### src/hdl/pbpd_pkg.sv
// Shared types, constants and helper functions of the PackBits plane decoder.
package pbpd_pkg;

   // Parameter defaults
   localparam int MAX_DIMENSION_DEF = 4096;
   localparam int MAX_CHANNELS_DEF  = 24;

   // Register widths and reset values
   localparam int   CSR_INDEX_W      = 2;
   localparam int   CSR_DATA_W       = 13;
   localparam int   DIM_REG_W        = 13;
   localparam int   CHAN_REG_W       = 5;
   localparam int   RESET_WIDTH      = 1;
   localparam int   RESET_HEIGHT     = 1;
   localparam int   RESET_CHANNELS   = 3;
   localparam logic RESET_COMPRESSED = 1'b1;

   typedef enum logic [CSR_INDEX_W-1:0] {
      CSR_IMAGE_WIDTH   = 2'd0,
      CSR_IMAGE_HEIGHT  = 2'd1,
      CSR_CHANNEL_COUNT = 2'd2,
      CSR_COMPRESSED    = 2'd3
   } csr_index_type;

   // Stream field widths
   localparam int DATA_W        = 8;
   localparam int PIXEL_INDEX_W = 24;
   localparam int LANE_W        = 2;
   localparam int RUN_LEN_W     = 8;
   localparam int RSP_DATA_W    = 48;
   localparam int RSP_PAD_W     = RSP_DATA_W - PIXEL_INDEX_W - LANE_W - DATA_W - RUN_LEN_W;

   // Byte queue between front and back
   localparam int QUEUE_DEPTH = 4;
   localparam int QUEUE_PTR_W = 2;
   localparam int QUEUE_CNT_W = 3;

   // Plane slots: slot number 4 means no plane is left
   localparam int             PLANE_SLOTS = 4;
   localparam int             PLANE_W     = 3;
   localparam logic [PLANE_W-1:0] PLANE_NONE  = 3'd4;
   localparam logic [PLANE_W-1:0] PLANE_FIRST_DEF = 3'd0;

   // PackBits header codes
   localparam logic [DATA_W-1:0] HDR_NOP  = 8'd128;
   localparam logic [DATA_W-1:0] RUN_XOR  = 8'hFF;
   localparam logic [DATA_W-1:0] RUN_BIAS = 8'd2;

   typedef enum logic [2:0] {
      PH_HEADER  = 3'b001,
      PH_LITERAL = 3'b010,
      PH_RUN     = 3'b100
   } phase_type;

   typedef struct packed {
      logic                   restart;
      logic                   compressed;
      logic [PLANE_SLOTS-1:0] plane_mask;
   } back_cfg_type;

   // Byte lane of each plane slot: 2, 1, 0, 3
   function automatic logic [LANE_W-1:0] lane_of(input logic [1:0] slot);
      logic [LANE_W-1:0] lane;
      unique case (slot)
         2'd0: lane = 2'd2;
         2'd1: lane = 2'd1;
         2'd2: lane = 2'd0;
         2'd3: lane = 2'd3;
         default: lane = 2'd0;
      endcase
      return lane;
   endfunction

   // First enabled slot at or after from, PLANE_NONE when there is none
   function automatic logic [PLANE_W-1:0] find_plane(input logic [PLANE_W-1:0] from,
                                                     input logic [PLANE_SLOTS-1:0] mask);
      logic [PLANE_W-1:0] sel;
      logic               found;
      sel   = PLANE_NONE;
      found = 1'b0;
      for (int i = 0; i < PLANE_SLOTS; i++) begin
         if (!found && (PLANE_W'(i) >= from) && mask[i]) begin
            sel   = PLANE_W'(i);
            found = 1'b1;
         end
      end
      return sel;
   endfunction

endpackage

### src/hdl/pbpd_fifo.sv
// Short byte queue between the front classifier and the back decoder.
module pbpd_fifo (
   input  logic                        clock,
   input  logic                        reset,
   input  logic                        push,
   input  logic [pbpd_pkg::DATA_W-1:0] push_data,
   input  logic                        pop,
   output logic                        full,
   output logic                        head_valid,
   output logic [pbpd_pkg::DATA_W-1:0] head_data
);

   logic [pbpd_pkg::DATA_W-1:0]      mem_ff [pbpd_pkg::QUEUE_DEPTH];
   logic [pbpd_pkg::QUEUE_PTR_W-1:0] wr_ptr_ff, wr_ptr_in;
   logic [pbpd_pkg::QUEUE_PTR_W-1:0] rd_ptr_ff, rd_ptr_in;
   logic [pbpd_pkg::QUEUE_CNT_W-1:0] cnt_ff, cnt_in;
   logic                             do_push;
   logic                             do_pop;

   assign full       = (cnt_ff == pbpd_pkg::QUEUE_CNT_W'(pbpd_pkg::QUEUE_DEPTH));
   assign head_valid = (cnt_ff != '0);
   assign head_data  = mem_ff[rd_ptr_ff];
   assign do_push    = push && !full;
   assign do_pop     = pop && head_valid;

   // Advance pointers and fill count
   always_comb begin
      wr_ptr_in = do_push ? wr_ptr_ff + 1'b1 : wr_ptr_ff;
      rd_ptr_in = do_pop ? rd_ptr_ff + 1'b1 : rd_ptr_ff;
      cnt_in    = cnt_ff;
      if (do_push && !do_pop) begin
         cnt_in = cnt_ff + 1'b1;
      end else if (!do_push && do_pop) begin
         cnt_in = cnt_ff - 1'b1;
      end
   end

   always_ff @(posedge clock) begin
      if (reset) begin
         wr_ptr_ff <= '0;
         rd_ptr_ff <= '0;
         cnt_ff    <= '0;
      end else begin
         wr_ptr_ff <= wr_ptr_in;
         rd_ptr_ff <= rd_ptr_in;
         cnt_ff    <= cnt_in;
      end
   end

   // Store the pushed byte
   always_ff @(posedge clock) begin
      if (do_push) begin
         mem_ff[wr_ptr_ff] <= push_data;
      end
   end

endmodule

### src/hdl/pbpd_front.sv
// Front end: accepts stream bytes, drops scan-line count bytes, queues the rest.
module pbpd_front #(
   parameter int SKIP_W = 18
) (
   input  logic                        clock,
   input  logic                        reset,
   input  logic                        restart,
   input  logic                        compressed,
   input  logic [SKIP_W-1:0]           skip_len,
   input  logic                        req_tvalid,
   output logic                        req_tready,
   input  logic [pbpd_pkg::DATA_W-1:0] req_tdata,
   input  logic                        q_full,
   output logic                        q_push,
   output logic [pbpd_pkg::DATA_W-1:0] q_data
);

   logic              skip_active_ff, skip_active_in;
   logic [SKIP_W-1:0] skip_cnt_ff, skip_cnt_in;
   logic [SKIP_W-1:0] skip_cnt_inc;
   logic              skipping;
   logic              accept;

   assign req_tready   = !q_full;
   assign accept       = req_tvalid && req_tready;
   assign skipping     = skip_active_ff && compressed;
   assign skip_cnt_inc = skip_cnt_ff + 1'b1;
   assign q_push       = accept && !skipping;
   assign q_data       = req_tdata;

   // Count skipped bytes; the last one ends the skip phase
   always_comb begin
      skip_active_in = skip_active_ff;
      skip_cnt_in    = skip_cnt_ff;
      if (restart) begin
         skip_active_in = 1'b1;
         skip_cnt_in    = '0;
      end else if (accept && skipping) begin
         skip_cnt_in = skip_cnt_inc;
         if (skip_cnt_inc >= skip_len) begin
            skip_active_in = 1'b0;
         end
      end
   end

   always_ff @(posedge clock) begin
      if (reset) begin
         skip_active_ff <= 1'b1;
         skip_cnt_ff    <= '0;
      end else begin
         skip_active_ff <= skip_active_in;
         skip_cnt_ff    <= skip_cnt_in;
      end
   end

endmodule

### src/hdl/pbpd_back.sv
// Back end: decodes headers, literals, runs and raw bytes into run writes.
module pbpd_back #(
   parameter int POS_W = 25
) (
   input  logic                            clock,
   input  logic                            reset,
   input  pbpd_pkg::back_cfg_type          cfg,
   input  logic [POS_W-1:0]                total,
   input  logic                            head_valid,
   input  logic [pbpd_pkg::DATA_W-1:0]     head_data,
   output logic                            pop,
   output logic                            rsp_tvalid,
   input  logic                            rsp_tready,
   // pixel_index[23:0], byte_lane[25:24], pixel_value[33:26], run_length[41:34]
   output logic [pbpd_pkg::RSP_DATA_W-1:0] rsp_tdata,
   // run_clipped
   output logic                            rsp_tuser,
   output logic                            rsp_tlast
);

   localparam int EXT_W = POS_W + 1;

   logic [pbpd_pkg::PLANE_W-1:0]       plane_ff, plane_in;
   logic [POS_W-1:0]                   pos_ff, pos_in;
   logic [pbpd_pkg::RUN_LEN_W-1:0]     lit_ff, lit_in;
   pbpd_pkg::phase_type                phase_ff, phase_in;

   logic                               out_valid_ff, out_valid_in;
   logic [pbpd_pkg::PIXEL_INDEX_W-1:0] out_index_ff, out_index_in;
   logic [pbpd_pkg::LANE_W-1:0]        out_lane_ff, out_lane_in;
   logic [pbpd_pkg::DATA_W-1:0]        out_value_ff, out_value_in;
   logic [pbpd_pkg::RUN_LEN_W-1:0]     out_len_ff, out_len_in;
   logic                               out_clip_ff, out_clip_in;
   logic                               out_end_ff, out_end_in;

   logic                               finished;
   logic                               out_free;
   logic [pbpd_pkg::PLANE_W-1:0]       next_plane;
   logic                               last_plane;
   logic [EXT_W-1:0]                   pos_ext, tot_ext, pos_inc, room, lit_ext, run_end;
   logic [EXT_W-1:0]                   pos_after;
   logic                               run_clip;
   logic [pbpd_pkg::RUN_LEN_W-1:0]     run_len;
   logic [pbpd_pkg::RUN_LEN_W-1:0]     lit_dec;
   logic                               fills;
   logic                               pos_lt;
   logic                               emit;
   logic                               advance;
   logic [pbpd_pkg::DATA_W-1:0]        b;

   assign b          = head_data;
   assign finished   = plane_ff[pbpd_pkg::PLANE_W-1];
   assign out_free   = !out_valid_ff || rsp_tready;
   assign pop        = head_valid && out_free;
   assign next_plane = pbpd_pkg::find_plane(plane_ff + 1'b1, cfg.plane_mask);
   assign last_plane = next_plane[pbpd_pkg::PLANE_W-1];

   // Position arithmetic against the plane size
   assign pos_ext  = EXT_W'(pos_ff);
   assign tot_ext  = EXT_W'(total);
   assign pos_inc  = pos_ext + 1'b1;
   assign room     = tot_ext - pos_ext;
   assign lit_ext  = EXT_W'(lit_ff);
   assign run_clip = lit_ext > room;
   assign run_len  = run_clip ? pbpd_pkg::RUN_LEN_W'(room) : lit_ff;
   assign run_end  = pos_ext + EXT_W'(run_len);
   assign fills    = pos_inc >= tot_ext;
   assign pos_lt   = pos_ext < tot_ext;
   assign lit_dec  = (lit_ff == '0) ? '0 : lit_ff - 1'b1;
   assign pos_after = pos_lt ? pos_inc : pos_ext;

   // Decode one byte from the queue
   always_comb begin
      plane_in     = plane_ff;
      pos_in       = pos_ff;
      lit_in       = lit_ff;
      phase_in     = phase_ff;
      emit         = 1'b0;
      advance      = 1'b0;
      out_len_in   = pbpd_pkg::RUN_LEN_W'(1);
      out_clip_in  = 1'b0;
      out_end_in   = 1'b0;

      if (pop && !finished) begin
         if (!cfg.compressed) begin
            // Raw plane: every byte is one pixel
            emit       = 1'b1;
            out_end_in = fills && last_plane;
            pos_in     = POS_W'(pos_inc);
            advance    = fills;
         end else begin
            unique case (phase_ff)
               pbpd_pkg::PH_HEADER: begin
                  if (b < pbpd_pkg::HDR_NOP) begin
                     lit_in   = b + 1'b1;
                     phase_in = pbpd_pkg::PH_LITERAL;
                  end else if (b > pbpd_pkg::HDR_NOP) begin
                     lit_in   = (b ^ pbpd_pkg::RUN_XOR) + pbpd_pkg::RUN_BIAS;
                     phase_in = pbpd_pkg::PH_RUN;
                  end
               end
               pbpd_pkg::PH_LITERAL: begin
                  if (pos_lt) begin
                     emit        = 1'b1;
                     out_clip_in = fills && (lit_ff > pbpd_pkg::RUN_LEN_W'(1));
                     out_end_in  = fills && last_plane;
                  end
                  pos_in = POS_W'(pos_after);
                  lit_in = lit_dec;
                  if (lit_dec == '0) begin
                     if (pos_after >= tot_ext) begin
                        advance = 1'b1;
                     end else begin
                        phase_in = pbpd_pkg::PH_HEADER;
                     end
                  end
               end
               pbpd_pkg::PH_RUN: begin
                  if ((lit_ff == '0) || !pos_lt) begin
                     advance = 1'b1;
                  end else begin
                     emit        = 1'b1;
                     out_len_in  = run_len;
                     out_clip_in = run_clip;
                     out_end_in  = (run_end >= tot_ext) && last_plane;
                     pos_in      = POS_W'(run_end);
                     lit_in      = '0;
                     if (run_end >= tot_ext) begin
                        advance = 1'b1;
                     end else begin
                        phase_in = pbpd_pkg::PH_HEADER;
                     end
                  end
               end
               default: phase_in = pbpd_pkg::PH_HEADER;
            endcase
         end
      end

      // Move to the next decoded plane
      if (advance) begin
         plane_in = next_plane;
         pos_in   = '0;
         lit_in   = '0;
         phase_in = pbpd_pkg::PH_HEADER;
      end

      // Restart from the first plane after a register write
      if (cfg.restart) begin
         plane_in = pbpd_pkg::find_plane('0, cfg.plane_mask);
         pos_in   = '0;
         lit_in   = '0;
         phase_in = pbpd_pkg::PH_HEADER;
      end
   end

   // Load or drain the output register
   always_comb begin
      out_valid_in = out_valid_ff;
      out_index_in = out_index_ff;
      out_lane_in  = out_lane_ff;
      out_value_in = out_value_ff;
      if (rsp_tready) begin
         out_valid_in = 1'b0;
      end
      if (emit) begin
         out_valid_in = 1'b1;
         out_index_in = pbpd_pkg::PIXEL_INDEX_W'(pos_ff);
         out_lane_in  = pbpd_pkg::lane_of(plane_ff[1:0]);
         out_value_in = b;
      end
   end

   always_ff @(posedge clock) begin
      if (reset) begin
         plane_ff     <= pbpd_pkg::PLANE_FIRST_DEF;
         pos_ff       <= '0;
         lit_ff       <= '0;
         phase_ff     <= pbpd_pkg::PH_HEADER;
         out_valid_ff <= 1'b0;
      end else begin
         plane_ff     <= plane_in;
         pos_ff       <= pos_in;
         lit_ff       <= lit_in;
         phase_ff     <= phase_in;
         out_valid_ff <= out_valid_in;
      end
   end

   // Hold result payload until transfer
   always_ff @(posedge clock) begin
      out_index_ff <= out_index_in;
      out_lane_ff  <= out_lane_in;
      out_value_ff <= out_value_in;
      if (emit) begin
         out_len_ff  <= out_len_in;
         out_clip_ff <= out_clip_in;
         out_end_ff  <= out_end_in;
      end
   end

   assign rsp_tvalid = out_valid_ff;
   assign rsp_tdata  = {{pbpd_pkg::RSP_PAD_W{1'b0}}, out_len_ff, out_value_ff,
                        out_lane_ff, out_index_ff};
   assign rsp_tuser  = out_clip_ff;
   assign rsp_tlast  = out_end_ff;

endmodule

### src/hdl/packbits_plane_decoder.sv
// Top level of the PackBits planar image decoder: registers, derived sizes, front, queue, back.
// A byte accepted on req passes through the byte queue and the back output register before its run write shows on rsp.
// Throughput: one byte per cycle while rsp is ready, set by the back decoder handling one queued byte each cycle.
// Skipped count bytes and header bytes give no result.
// Reset (synchronous, active high) loads the register defaults and restarts at the stream start.
// A register write restarts decoding; the derived plane size is registered from the setting registers.
module packbits_plane_decoder #(
   parameter int MAX_DIMENSION = pbpd_pkg::MAX_DIMENSION_DEF,
   parameter int MAX_CHANNELS  = pbpd_pkg::MAX_CHANNELS_DEF
) (
   input  logic                             clock,
   input  logic                             reset,
   input  logic                             req_tvalid,
   output logic                             req_tready,
   // data_byte[7:0]
   input  logic [pbpd_pkg::DATA_W-1:0]      req_tdata,
   output logic                             rsp_tvalid,
   input  logic                             rsp_tready,
   // pixel_index[23:0], byte_lane[25:24], pixel_value[33:26], run_length[41:34]
   output logic [pbpd_pkg::RSP_DATA_W-1:0]  rsp_tdata,
   // run_clipped
   output logic                             rsp_tuser,
   output logic                             rsp_tlast,
   input  logic                             csr_we,
   input  logic [pbpd_pkg::CSR_INDEX_W-1:0] csr_index,
   input  logic [pbpd_pkg::CSR_DATA_W-1:0]  csr_data
);

   localparam int DIM_W  = $clog2(MAX_DIMENSION + 1);
   localparam int CH_W   = $clog2(MAX_CHANNELS + 1);
   localparam int PROD_W = 2 * DIM_W;
   localparam int HC_W   = DIM_W + CH_W;
   localparam int POS_W  = $clog2(longint'(MAX_DIMENSION) * longint'(MAX_DIMENSION) + 1);
   localparam int SKIP_W = $clog2(MAX_DIMENSION * MAX_CHANNELS * 2 + 1);

   logic [pbpd_pkg::DIM_REG_W-1:0]  width_ff, width_in;
   logic [pbpd_pkg::DIM_REG_W-1:0]  height_ff, height_in;
   logic [pbpd_pkg::CHAN_REG_W-1:0] chan_ff, chan_in;
   logic                            comp_ff, comp_in;
   logic                            restart_ff;
   logic [POS_W-1:0]                total_ff, total_in;
   logic [SKIP_W-1:0]               skip_len_ff, skip_len_in;

   logic [DIM_W-1:0]                w_cl, h_cl;
   logic [CH_W-1:0]                 ch_cl;
   logic [PROD_W-1:0]               area;
   logic [HC_W-1:0]                 hc;
   logic [pbpd_pkg::PLANE_SLOTS-1:0] plane_mask;
   pbpd_pkg::back_cfg_type          back_cfg;

   logic                            q_full, q_push, q_pop, q_head_valid;
   logic [pbpd_pkg::DATA_W-1:0]     q_data, q_head_data;

   // Register writes
   always_comb begin
      width_in  = width_ff;
      height_in = height_ff;
      chan_in   = chan_ff;
      comp_in   = comp_ff;
      if (csr_we) begin
         unique case (pbpd_pkg::csr_index_type'(csr_index))
            pbpd_pkg::CSR_IMAGE_WIDTH:   width_in  = csr_data;
            pbpd_pkg::CSR_IMAGE_HEIGHT:  height_in = csr_data;
            pbpd_pkg::CSR_CHANNEL_COUNT: chan_in   = csr_data[pbpd_pkg::CHAN_REG_W-1:0];
            pbpd_pkg::CSR_COMPRESSED:    comp_in   = csr_data[0];
            default: ;
         endcase
      end
   end

   // Clamp dimensions and channel count
   assign w_cl  = (width_ff == '0) ? DIM_W'(1) :
                  (32'(width_ff) > 32'(MAX_DIMENSION)) ? DIM_W'(MAX_DIMENSION) :
                  DIM_W'(width_ff);
   assign h_cl  = (height_ff == '0) ? DIM_W'(1) :
                  (32'(height_ff) > 32'(MAX_DIMENSION)) ? DIM_W'(MAX_DIMENSION) :
                  DIM_W'(height_ff);
   assign ch_cl = (chan_ff == '0) ? CH_W'(1) :
                  (32'(chan_ff) > 32'(MAX_CHANNELS)) ? CH_W'(MAX_CHANNELS) :
                  CH_W'(chan_ff);

   // Plane size and count-table length
   assign area        = PROD_W'(w_cl) * PROD_W'(h_cl);
   assign hc          = HC_W'(h_cl) * HC_W'(ch_cl);
   assign total_in    = POS_W'(area);
   assign skip_len_in = SKIP_W'({hc, 1'b0});

   // Lanes below the channel count are decoded
   always_comb begin
      for (int i = 0; i < pbpd_pkg::PLANE_SLOTS; i++) begin
         plane_mask[i] = 32'(pbpd_pkg::lane_of(2'(i))) < 32'(ch_cl);
      end
   end

   always_ff @(posedge clock) begin
      if (reset) begin
         width_ff    <= pbpd_pkg::DIM_REG_W'(pbpd_pkg::RESET_WIDTH);
         height_ff   <= pbpd_pkg::DIM_REG_W'(pbpd_pkg::RESET_HEIGHT);
         chan_ff     <= pbpd_pkg::CHAN_REG_W'(pbpd_pkg::RESET_CHANNELS);
         comp_ff     <= pbpd_pkg::RESET_COMPRESSED;
         restart_ff  <= 1'b0;
         total_ff    <= POS_W'(pbpd_pkg::RESET_WIDTH * pbpd_pkg::RESET_HEIGHT);
         skip_len_ff <= SKIP_W'(pbpd_pkg::RESET_HEIGHT * pbpd_pkg::RESET_CHANNELS * 2);
      end else begin
         width_ff    <= width_in;
         height_ff   <= height_in;
         chan_ff     <= chan_in;
         comp_ff     <= comp_in;
         restart_ff  <= csr_we;
         total_ff    <= total_in;
         skip_len_ff <= skip_len_in;
      end
   end

   assign back_cfg.restart    = restart_ff;
   assign back_cfg.compressed = comp_ff;
   assign back_cfg.plane_mask = plane_mask;

   pbpd_front #(
      .SKIP_W (SKIP_W)
   ) u_front (
      .clock      (clock),
      .reset      (reset),
      .restart    (csr_we),
      .compressed (comp_ff),
      .skip_len   (skip_len_ff),
      .req_tvalid (req_tvalid),
      .req_tready (req_tready),
      .req_tdata  (req_tdata),
      .q_full     (q_full),
      .q_push     (q_push),
      .q_data     (q_data)
   );

   pbpd_fifo u_fifo (
      .clock      (clock),
      .reset      (reset),
      .push       (q_push),
      .push_data  (q_data),
      .pop        (q_pop),
      .full       (q_full),
      .head_valid (q_head_valid),
      .head_data  (q_head_data)
   );

   pbpd_back #(
      .POS_W (POS_W)
   ) u_back (
      .clock      (clock),
      .reset      (reset),
      .cfg        (back_cfg),
      .total      (total_ff),
      .head_valid (q_head_valid),
      .head_data  (q_head_data),
      .pop        (q_pop),
      .rsp_tvalid (rsp_tvalid),
      .rsp_tready (rsp_tready),
      .rsp_tdata  (rsp_tdata),
      .rsp_tuser  (rsp_tuser),
      .rsp_tlast  (rsp_tlast)
   );

endmodule

### config.mk
export PLATFORM = sky130hd
export DESIGN_NAME = packbits_plane_decoder
export DESIGN_NICKNAME = d
export VERILOG_FILES = /design/src/hdl/pbpd_pkg.sv /design/src/hdl/pbpd_fifo.sv /design/src/hdl/pbpd_front.sv /design/src/hdl/pbpd_back.sv /design/src/hdl/packbits_plane_decoder.sv
export SDC_FILE = /design/constraint.sdc
export NUM_CORES = 1
export LEC_CHECK = 0
export BUFFER_PORTS_ARGS = -buffer_cell sky130_fd_sc_hd__clkbuf_2
export CAP_MARGIN = 20
export CORE_MARGIN = 5
export CORE_UTILIZATION = 65
export DETAILED_ROUTE_END_ITERATION = 8
export GPL_TIMING_DRIVEN = 0
export PLACE_DENSITY = 0.9
export SYNTH_ARGS = -nofsm -noshare
export SYNTH_HDL_FRONTEND = slang
export SYNTH_HIERARCHICAL = 1
export SYNTH_SLANG_ARGS = --single-unit
### constraint.sdc
create_clock -name clock -period 10.2 [get_ports clock]
set_input_delay 0.51 -clock clock [delete_from_list [all_inputs] [get_ports clock]]
set_output_delay 0.51 -clock clock [all_outputs]
set_load 0.01 [all_outputs]
# After elaboration in Yosys (flattened, before gate mapping)
# Memories as Yosys holds them, arrays and structs flattened. A register that Yosys moved wholly into a read port is not among the register bits.
# Index checks and enable logic that the tools add are counted.
[classes] n_bitwise=4 shifts=0 n_reduce_logical=62 mux=70 eq_ne=17 mul=2 n_div=0 order_cmp=20 add_sub_neg=12
[ops] operator="26-bit by 25-bit >= comparator with 1-bit output" count=3
[ops] operator="3-bit 2-to-1 mux" count=18
[ops] operator="13-bit 2-to-1 mux" count=4
[ops] operator="25-bit 2-to-1 mux" count=2
[ops] operator="25-bit case mux with 2 select lines" count=1
[ops] operator="8-bit 2-to-1 mux" count=5
[ops] operator="1-bit 2-to-1 mux" count=28
[ops] operator="25-bit by 1-bit adder with 26-bit output (second input constant)" count=1
[ops] operator="25-bit by 8-bit adder with 26-bit output" count=1
[ops] operator="13-bit greater-than comparator (second input constant)" count=2
[ops] operator="8-bit by 26-bit greater-than comparator with 1-bit output" count=1
[ops] operator="13-bit zero test" count=2
[ops] operator="26-bit 2-to-1 mux" count=1
[ops] operator="25-bit by 25-bit subtractor with 26-bit output" count=1
[ops] operator="25-bit less-than comparator" count=1
[ops] operator="13-bit by 13-bit multiplier with 25-bit output" count=1
[ops] operator="8-bit case mux with 3 select lines" count=1
[ops] operator="1-bit logical AND" count=23
[ops] operator="18-bit by 1-bit adder with 18-bit output (second input constant)" count=1
[ops] operator="18-bit >= comparator" count=1
[ops] operator="13-bit by 5-bit multiplier with 17-bit output" count=1
[ops] operator="8-bit zero test" count=2
[ops] operator="1-bit zero test" count=13
[ops] operator="2-bit AND reduction" count=6
[ops] operator="other kinds (41)" count=67
[totals] ramBits=32 in_bits=28 latchBits=0 elab_cells=212 mem_bits_ro=0 mem_count=1 register_bits=186 output_inout_bits=52
[memory_table] memory="u_fifo.mem_ff" depth=4 width=8 read_ports=1 rd_clocked_by_memory_dff=1 wr=1 line="pbpd_fifo.sv:13" source="logic [pbpd_pkg::DATA_W-1:0] mem_ff [pbpd_pkg::QUEUE_DEPTH];"

# Depth between registers and ports, before layout
# Gate-level depths: netlist (run 1).
[depth] ltp_word=22 mapped_depth=40 depth_no_buf=38

# Modules after synthesis
# The synthesis (run 1) kept the hierarchy.
[by_module_without_submodules] module="packbits_plane_decoder" n_inst=1 cells_each=1192 area_each_um2=9774.4 seq_area_each_um2=1501.4
[by_module_without_submodules] module="pbpd_back" n_inst=1 cells_each=1224 area_each_um2=9651.8 seq_area_each_um2=2122.0
[by_module_without_submodules] module="pbpd_fifo" n_inst=1 cells_each=90 area_each_um2=1621.6 seq_area_each_um2=1141.1
[by_module_without_submodules] module="pbpd_front" n_inst=1 cells_each=205 area_each_um2=1596.5 seq_area_each_um2=380.4

# Worst setup path before layout (run 1)
# OpenSTA, ideal clock, no wires.
[synth_path] path_kind="flip-flop to flip-flop" startpoint="register u_back.pos_ff[4]" endpoint="register u_back.phase_ff[0]" arrival_ns=7.988 setup_slack_ns=2.092 path_stages_with_launch=36 period_less_slack_ns=8.108 required_ns=10.080 setup_ns=0.120 path_buffers=2 path_cell_list="dfxtp_1 -> inv_1 -> ha_1 -> and2_1 -> a221o_1 -> or2_2 -> xor2_1 -> inv_1 -> ha_1 -> nand4_1 -> o2111a_1 -> or3_1 -> nor4_1 -> nand4b_1 -> or4_1 -> clkbuf_1 -> o41ai_1 -> nand2_1 -> ha_1 -> o211ai_1 -> o211ai_1 -> a32o_1 -> and2_1 -> clkbuf_1 -> nand2_1 -> xnor2_1 -> ha_1 -> a21oi_1 -> o21ai_0 -> a2111oi_0 -> a31oi_1 -> a211oi_1 -> a31oi_4 -> a211oi_1 -> nor2b_1 -> a211o_1"
[synth_via] elab_chain_cells=11 word_cells_on_any_way=24 classes_between="3 x add/sub; 5 x order compare; 3 x eq/ne; 9 x mux; 4 x reduce/logical"
[synth_rtl] item="start: declaration" line="pbpd_back.sv:24" source="logic [POS_W-1:0] pos_ff, pos_in;"
[synth_rtl] item="start signal: assignment" line="pbpd_back.sv:183" source="pos_ff <= pos_in;"
[synth_rtl] item="25-bit by 25-bit subtractor with 26-bit output *" line="pbpd_back.sv:62" source="assign room = tot_ext - pos_ext;"
[synth_rtl] item="8-bit by 26-bit greater-than comparator with 1-bit output *" line="pbpd_back.sv:64" source="assign run_clip = lit_ext > room;"
[synth_rtl] item="8-bit 2-to-1 mux *" line="pbpd_back.sv:65" source="assign run_len = run_clip ? pbpd_pkg::RUN_LEN_W'(room) : lit_ff;"
[synth_rtl] item="via u_back.run_len (one bit)" line="pbpd_back.sv:43" source="logic [pbpd_pkg::RUN_LEN_W-1:0] run_len;"
[synth_rtl] item="25-bit by 8-bit adder with 26-bit output *" line="pbpd_back.sv:66" source="assign run_end = pos_ext + EXT_W'(run_len);"
[synth_rtl] item="26-bit by 25-bit >= comparator with 1-bit output *" line="pbpd_back.sv:128" source="if (run_end >= tot_ext) begin"
[synth_rtl] item="1-bit 2-to-1 mux" line="pbpd_back.sv:128"
[synth_rtl] item="1-bit 2-to-1 mux" line="pbpd_back.sv:119" source="if ((lit_ff == '0) || !pos_lt) begin"
[synth_rtl] item="1-bit case mux with 2 select lines" line="pbpd_back.sv:92" source="unique case (phase_ff)"
[synth_rtl] item="1-bit 2-to-1 mux" line="pbpd_back.sv:85" source="if (!cfg.compressed) begin"
[synth_rtl] item="1-bit 2-to-1 mux" line="pbpd_back.sv:84" source="if (pop && !finished) begin"
[synth_rtl] item="3-bit OR reduction (no source line)"
[synth_rtl] item="end signal: assignment" line="pbpd_back.sv:179" source="phase_ff <= pbpd_pkg::PH_HEADER;"
[synth_rtl] item="end signal: assignment" line="pbpd_back.sv:185" source="phase_ff <= phase_in;"
[synth_rtl] item="end: declaration" line="pbpd_back.sv:26" source="pbpd_pkg::phase_type phase_ff, phase_in;"
# The timed path passes the listed nets; every way through them passes the cells marked *.
# A chain may end at the register's enable or synchronous reset.

# Worst setup path after layout (run 1)
[layout_path] startpoint="register u_back.pos_ff[4]" endpoint="register u_back/plane_ff[0] (netlist name)"
[layout_via] elab_chain_cells=11 word_cells_on_any_way=20 classes_between="3 x add/sub; 5 x order compare; 9 x mux; 3 x reduce/logical"
[layout_rtl] item="25-bit by 25-bit subtractor with 26-bit output" line="pbpd_back.sv:62"
[layout_rtl] item="8-bit by 26-bit greater-than comparator with 1-bit output" line="pbpd_back.sv:64"
[layout_rtl] item="8-bit 2-to-1 mux" line="pbpd_back.sv:65"
[layout_rtl] item="via u_back.run_len (one bit)" line="pbpd_back.sv:43"
[layout_rtl] item="25-bit by 8-bit adder with 26-bit output" line="pbpd_back.sv:66"
[layout_rtl] item="26-bit by 25-bit >= comparator with 1-bit output" line="pbpd_back.sv:128"
[layout_rtl] item="1-bit 2-to-1 mux" line="pbpd_back.sv:128"
[layout_rtl] item="1-bit 2-to-1 mux" line="pbpd_back.sv:119"
[layout_rtl] item="1-bit case mux with 2 select lines" line="pbpd_back.sv:92"
[layout_rtl] item="1-bit 2-to-1 mux" line="pbpd_back.sv:85"
[layout_rtl] item="1-bit 2-to-1 mux" line="pbpd_back.sv:84"
[layout_rtl] item="2-bit nonzero test (no source line)"
[layout_rtl] item="end signal: assignment" line="pbpd_back.sv:176" source="plane_ff <= pbpd_pkg::PLANE_FIRST_DEF;"
[layout_rtl] item="end signal: assignment" line="pbpd_back.sv:182" source="plane_ff <= plane_in;"
[layout_rtl] item="end: declaration" line="pbpd_back.sv:23" source="logic [pbpd_pkg::PLANE_W-1:0] plane_ff, plane_in;"
# The timed path passes the listed nets, and every way through them passes these cells.

==> run metrics, run 1 <==
min cycle time layout 9630 ps; met1 usage 39.4%; Ports 80; drt pass-1 iters 7; fin nets 3240; status finished, final reports clean; filler instances 2655; slowest stage delay, CP 530 ps; EDFF count, synth 76; GRT overflow 0; Design Power 2450 uW; Synth warnings 6; DR iter-0 viols 2252; crit path DAT 10060 ps; main flop type after synthesis dfxtp_1; CTS tree yes; total track usage 33.3%; Max H-tree Level 1; sw frac 32.5%; crit start category register; ant diodes 0; cell row count 68; Routed wire per std cell 19.9 um; CTS Sinks 219; I/O Buffers 65; Clk pwr share 36.8%; Routed WL 65500 um; final hold violation count 0; Setup violations, final 0; synth top area cells fa_1, ha_1, dfxtp_1, edfxtp_1, nand2_1; number of global-route vias before repair 21.1k; die area 0.0387 sq mm; GRT busiest layer met2; die height 197 um; Final WS setup 569 ps; period utilisation layout 94.4%; Die Wd 197 um; Synth Area in Compound Gates 13.7%; Starting Density 65.7%; Leakage 0.0107 uW; Worst-Margin Slew 1030 ps; mux contribution to synthesized area 1.61%; Residual DRC 0; sequential share of power 38.4%; Core Box Area 0.0345 sq mm; GP Congestion 1.02; Synth top cells by count nand2_1, inv_1, nor2_1; most frequent cell after synthesis nand2_1; pwr/cell area 100 mW/mm^2; largest family of logic cells by synthesized area adder cells; Mapped Area 0.0226 sq mm; met2 GRT Util 56.8%; Worst Setup End Kind register; maximum VDD drop 131 uV; max-slew violations 0; Post-Synth Simple-Gate Area 20.8%; P_int 1650 uW; Clock Skew 11.1 ps; cells after synthesis 2711; Min Hold Slack 167 ps; Clk pin slew, worst setup/hold paths 70 ps; worst slack, placed -25.8 ps; Post-DP HPWL 51800 um; first-pass GRT wire length 105000 um; CP max FO 9; pin count of the biggest net entering global routing 37; met3 Track Usage GR 5.56%; area grow syn2layout 7.96%; final cell count without fillers 3284; Routed Antenna Nets 0; initial antenna violation count 0; max_slew headroom 30.5%; Comb pwr share 24.8%; Syn Area/Cell 8.35 sq um; MaxCap Viol Count 0; dpl cells 3240; Yosys top cell area share 13.7%; xor-xnor portion of the synthesized cell area 6.11%; WP data required 10630 ps; DR vias/cell 6.32; post-synthesis sequential area ratio 22.7%; Seq cells post-synth 219; RSZ-0062 raised after global routing false; Longest Clk Path Bufs 3; Synth Area in Adders 27.3%; setup TNS 0 ps; fraction of layout cells with a size suffix above 1 7.60%; Worst path slowest cell or4_1; post-synth top area cell fa_1; distinct cell type count after synthesis 96; CTS Buf Count 24; Clock Latency Late Sink 550 ps; clock root buffer clkbuf_16; f_max 104 MHz; via count 20.7k; ys async rst share 0%; cell mode on critical path ha_1; P_sw 795 uW; crit path kind reg -> reg; hold crit path type in -> reg
==> through the flow <==
stage	cell area (sq um)	utilization (%)
2_1_floorplan	22700	-
3_3_place_gp	23600	68.4
3_5_place_dp	23600	68.5
4_1_cts	24400	70.8
5_1_grt	24400	70.9
6_report	24400	70.9
==> routing by layer <==
layer	share of wire, %	up-vias
met5	0	-
met4	7.9	0
met3	9.0	380
met2	47	1224
met1	36	9779
li1	-	9359
==> critical path, delay by kind of cell, from the launching register on <==
kind / cells / cell delay (ps)
XOR/XNOR: 2 / 330
flip-flops: 1 / 460
adder cells (fa/ha/maj): 5 / 1600
AND/OR/NAND/NOR: 12 / 2930
buffers and inverters: 4 / 490
AO/OA/AOI/OAI: 14 / 3670
==> sequential cells by signal, summed over array words and instances, names as in the netlist, 5 cells and up, named ones only <==
name / flops
u_back/out_value_ff: 8
height_ff: 13
u_back/out_index_ff: 24
skip_len_ff: 17
width_ff: 13
u_front/skip_cnt_ff: 18
u_back/out_len_ff: 8
u_back/lit_ff: 8
u_fifo/mem_ff: 32
chan_ff: 5
total_ff: 25
u_back/pos_ff: 25
==> power groups by stage <==
stage          sequential, uW  clock [uW]  combinational (uW)
3_5_place_dp              957           0                 575
2_1_floorplan             949           0                 419
5_1_grt                   940         945                 654
3_3_place_gp              956           0                 555
4_1_cts                   938         906                 581
6_report                  939         900                 608
==> placed cells by master, fill, tap and decap left out, drive strengths merged, types with 7 or more instances in the layout <==
master	count
and3	12
mux2i	15
clkinv	7
a21o	33
o21ai	97
xnor2	126
or3	19
o21a	15
ha	246
edfxtp	76
xor2	32
a211oi	27
nor3	53
conb	11
inv	310
a21oi	168
mux4	8
nand4	45
nand2	326
or4	11
buf	39
o211ai	19
fa	155
clkbuf	188
a31oi	23
o41ai	10
o22ai	10
dfxtp	143
and2	33
nor2	272
nor2b	51
nand3	49
or2	19
nor4	23
nand2b	42
o31ai	14
==> cells by family after synthesis <==
kind of cell,count (synthesis)
simple gates,985
compound gates,481
buf+inv,438
fa+ha+maj,401
flops,219
xor+xnor,158
mux,26
other cells,3
==> worst paths after layout <==
check | slack [ps] | endpoint | cells past startpoint | startpoint
hold / removal | 170 | u_fifo/mem_ff[1][6] | 1 | req_tdata[6]
setup reg to reg | 570 | u_back/plane_ff[0] | 37 | u_back/pos_ff[4]
hold reg to reg | 430 | u_back/out_index_ff[10] | 0 | u_back/pos_ff[10]
setup / recovery | 570 | u_back/plane_ff[0] | 37 | u_back/pos_ff[4]
==> repair_timing <==
action / 4_1_cts / 5_1_grt
endpoints found under the setup margin: 31 / 40
pin swaps: 0 / 2
hold buffers: 0 / 0
buffers inserted: 0 / 2
gates resized for setup: 2 / 9
==> area by class of cell <==
| type | instances | area, sq um | share of cell area [%] |
|---|---|---|---|
| Multi-Input combinational cell | 2062 | 15800 | 64.7 |
| Clock buffer | 32 | 682 | 2.79 |
| Tap cell | 455 | 569 | 2.33 |
| Sequential cell | 219 | 5150 | 21.1 |
| Buffer | 127 | 592 | 2.42 |
| Timing Repair Buffer | 68 | 360 | 1.47 |
| Inverter | 309 | 1160 | 4.74 |
| Clock inverter | 12 | 131 | 0.537 |
Note: power is estimated with default switching activity, not from simulation.
==> run 2, diff against run 1 <==
Clock period 10.2 ns to 10.8 ns, I/O delays scaled along.
==> run 2 against run 1 <==
Effect of this change: utilization fell by 0.058 points; critical endpoint is now u_back/pos_ff[16]; global-route usage barely moved; non-clock buffer count did not move; critical path type unchanged; design area barely moved.
==> run metrics, run 2 (synthesis gave the netlist of run 1 again) <==
dpl cells 3240 (unchanged); drt pass-1 iters 7 (unchanged); CTS Sinks 219 (unchanged); Largest regs u_fifo/mem_ff x32, total_ff x25, u_back/pos_ff x25; GP Congestion 1.02 (unchanged); crit start category register; Die Wd 197 um (unchanged); Comb pwr share 24.8% (about the same); crit path kind reg -> reg; CTS tree yes; clock root buffer clkbuf_16; Post-DP HPWL 51800 um (unchanged); maximum VDD drop 124 uV (-5.3%); Residual DRC 0 (unchanged); P_int 1560 uW (-5.6%); max_slew headroom 33.5% (+3.0 points); Reg with most FFs u_fifo/mem_ff; slowest stage delay, CP 600 ps (+70 ps); Worst Setup End Kind register; fin nets 3240 (unchanged); area grow syn2layout 7.87% (about the same); Routed Antenna Nets 0 (unchanged); hold crit path type in -> reg; Setup violations, final 0 (unchanged); Worst path slowest cell dfxtp_1; status finished, final reports clean; Core Box Area 0.0345 sq mm (unchanged); Leakage 0.0107 uW (-0.17%); max-slew violations 0 (unchanged); Clock Latency Late Sink 550 ps (about the same); fraction of layout cells with a size suffix above 1 7.35% (-0.25 points); die area 0.0387 sq mm (unchanged); f_max 97.4 MHz (-6.2%); multi-input logic area 0.0158 sq mm (about the same); min cycle time layout 10270 ps (+636 ps); P_sw 749 uW (-5.8%); Ports 80 (unchanged); pwr/cell area 94.5 mW/mm^2 (-5.6%); filler instances 2654 (-0.038%); number of global-route vias before repair 21.1k (-0.052%); Routed wire per std cell 20.0 um (about the same); Max H-tree Level 1 (unchanged); crit path DAT 10730 ps (+670 ps); Longest Clk Path Bufs 3 (unchanged); WP data required 11260 ps (+630 ps); most common cell after layout, fill and taps aside nand2_1; RSZ-0062 raised after global routing false; initial antenna violation count 0 (unchanged); sw frac 32.4% (-0.041 points); max reg flops 32 (unchanged); final cell count without fillers 3284 (unchanged); Clk pin slew, worst setup/hold paths 70 ps (about the same); cell mode on critical path ha_1; ant diodes 0 (unchanged); Starting Density 65.7% (unchanged); cell row count 68 (unchanged); Worst-Margin Slew 989 ps (-44.8 ps); setup TNS 0 ps (unchanged); CTS Buf Count 24 (unchanged); CP max FO 10 (+1); most frequent cells in the layout nand2_1, inv_1, nor2_1; GRT overflow 0 (unchanged); Clock Skew 15.2 ps (+4.07 ps); Clk pwr share 36.8% (about the same); MaxCap Viol Count 0 (unchanged); sequential share of power 38.4% (about the same); pin count of the biggest net entering global routing 37 (unchanged); die height 197 um (unchanged); DR iter-0 viols 2234 (-0.80%); total track usage 33.3% (about the same); Routed WL 65500 um (about the same); first-pass GRT wire length 105000 um (about the same); Hold-fix buffers, CTS 0 (unchanged); period utilisation layout 95.1% (+0.64 points); via count 20.7k (-0.17%); I/O Buffers 65 (unchanged); register area 0.00514 sq mm (about the same); final hold violation count 0 (unchanged); DR vias/cell 6.31 (-0.17%)
run 2: cell types whose count changed in the layout (fill, tap and decap cells not counted):
cell      before  now
a32o_1         2    3
a32o_2         1    0
buf_4         20   18
clkbuf_1      92   95
clkbuf_2      68   67
dfxtp_1      141  143
dfxtp_2        2    0
o41ai_1        7    8
o41ai_2        3    2
run 2: metal layers:
layer / track usage (%) / part of all wire [%] / vias up / wire length (um)
met5: 0 / 0 / - / 0
met4: 20.5 / 7.6 / 0 / 4980
met3: 5.56 / 8.9 / 363 / 5860
met2: 56.8 / 47 / 1228 / 30800
met1: 39.4 / 36 / 9757 / 23900
li1: - / - / 9358 / -
run 2: stage by stage:
step           area (sq um)  hold slack [ps]  power (uW)  utilization, %  setup slack (ps)
2_1_floorplan         22700              406        1290               -              2690
3_3_place_gp          23600              416        1430            68.4               744
3_5_place_dp          23600              419        1450            68.5               574
4_1_cts               24400              187        2290            70.8               471
5_1_grt               24400              194        2400            70.9              16.5
6_report              24400              194        2310            70.9               532
run 2: timing repair:
| action | CTS | global route |
|---|---|---|
| buffers inserted | 0 | 0 |
| setup endpoints to repair | 0 | 39 |
| gates resized for setup | 0 | 5 |
run 2: area by class of cell:
type	count	area share [%]
Timing Repair Buffer	66	1.41
Buffer	129	2.45
Tap cell	455	2.33
Clock inverter	12	0.538
Clock buffer	32	2.79
Inverter	309	4.75
Sequential cell	219	21.1
Multi-Input combinational cell	2062	64.7
run 2: final timing paths:
path / start / endpoint / slack [ps] / cells after the start
worst max register to register: u_back/pos_ff[4] / u_back/pos_ff[16] / 530 / 37
worst min-delay path: req_tdata[6] / u_fifo/mem_ff[1][6] / 190 / 1
worst max-delay path: u_back/pos_ff[4] / u_back/pos_ff[16] / 530 / 37
worst min register to register: u_back/pos_ff[10] / u_back/out_index_ff[10] / 430 / 0
run 2: worst max-delay path, delay by kind of cell, from the launching register on:
kind | cells | cell delay [ps]
AO/OA/AOI/OAI | 16 | 4270
AND/OR/NAND/NOR | 11 | 2650
adder cells (fa/ha/maj) | 4 | 1420
buffers and inverters | 5 | 1110
flip-flops | 1 | 600
XOR/XNOR | 1 | 160
run 2: power by group through the flow:
stage / combinational, uW / clock [uW] / sequential, uW
floorplan: 396 / 0 / 896
global placement: 525 / 0 / 903
detailed placement: 543 / 0 / 904
CTS: 548 / 855 / 886
global route: 616 / 893 / 888
finish: 572 / 850 / 887
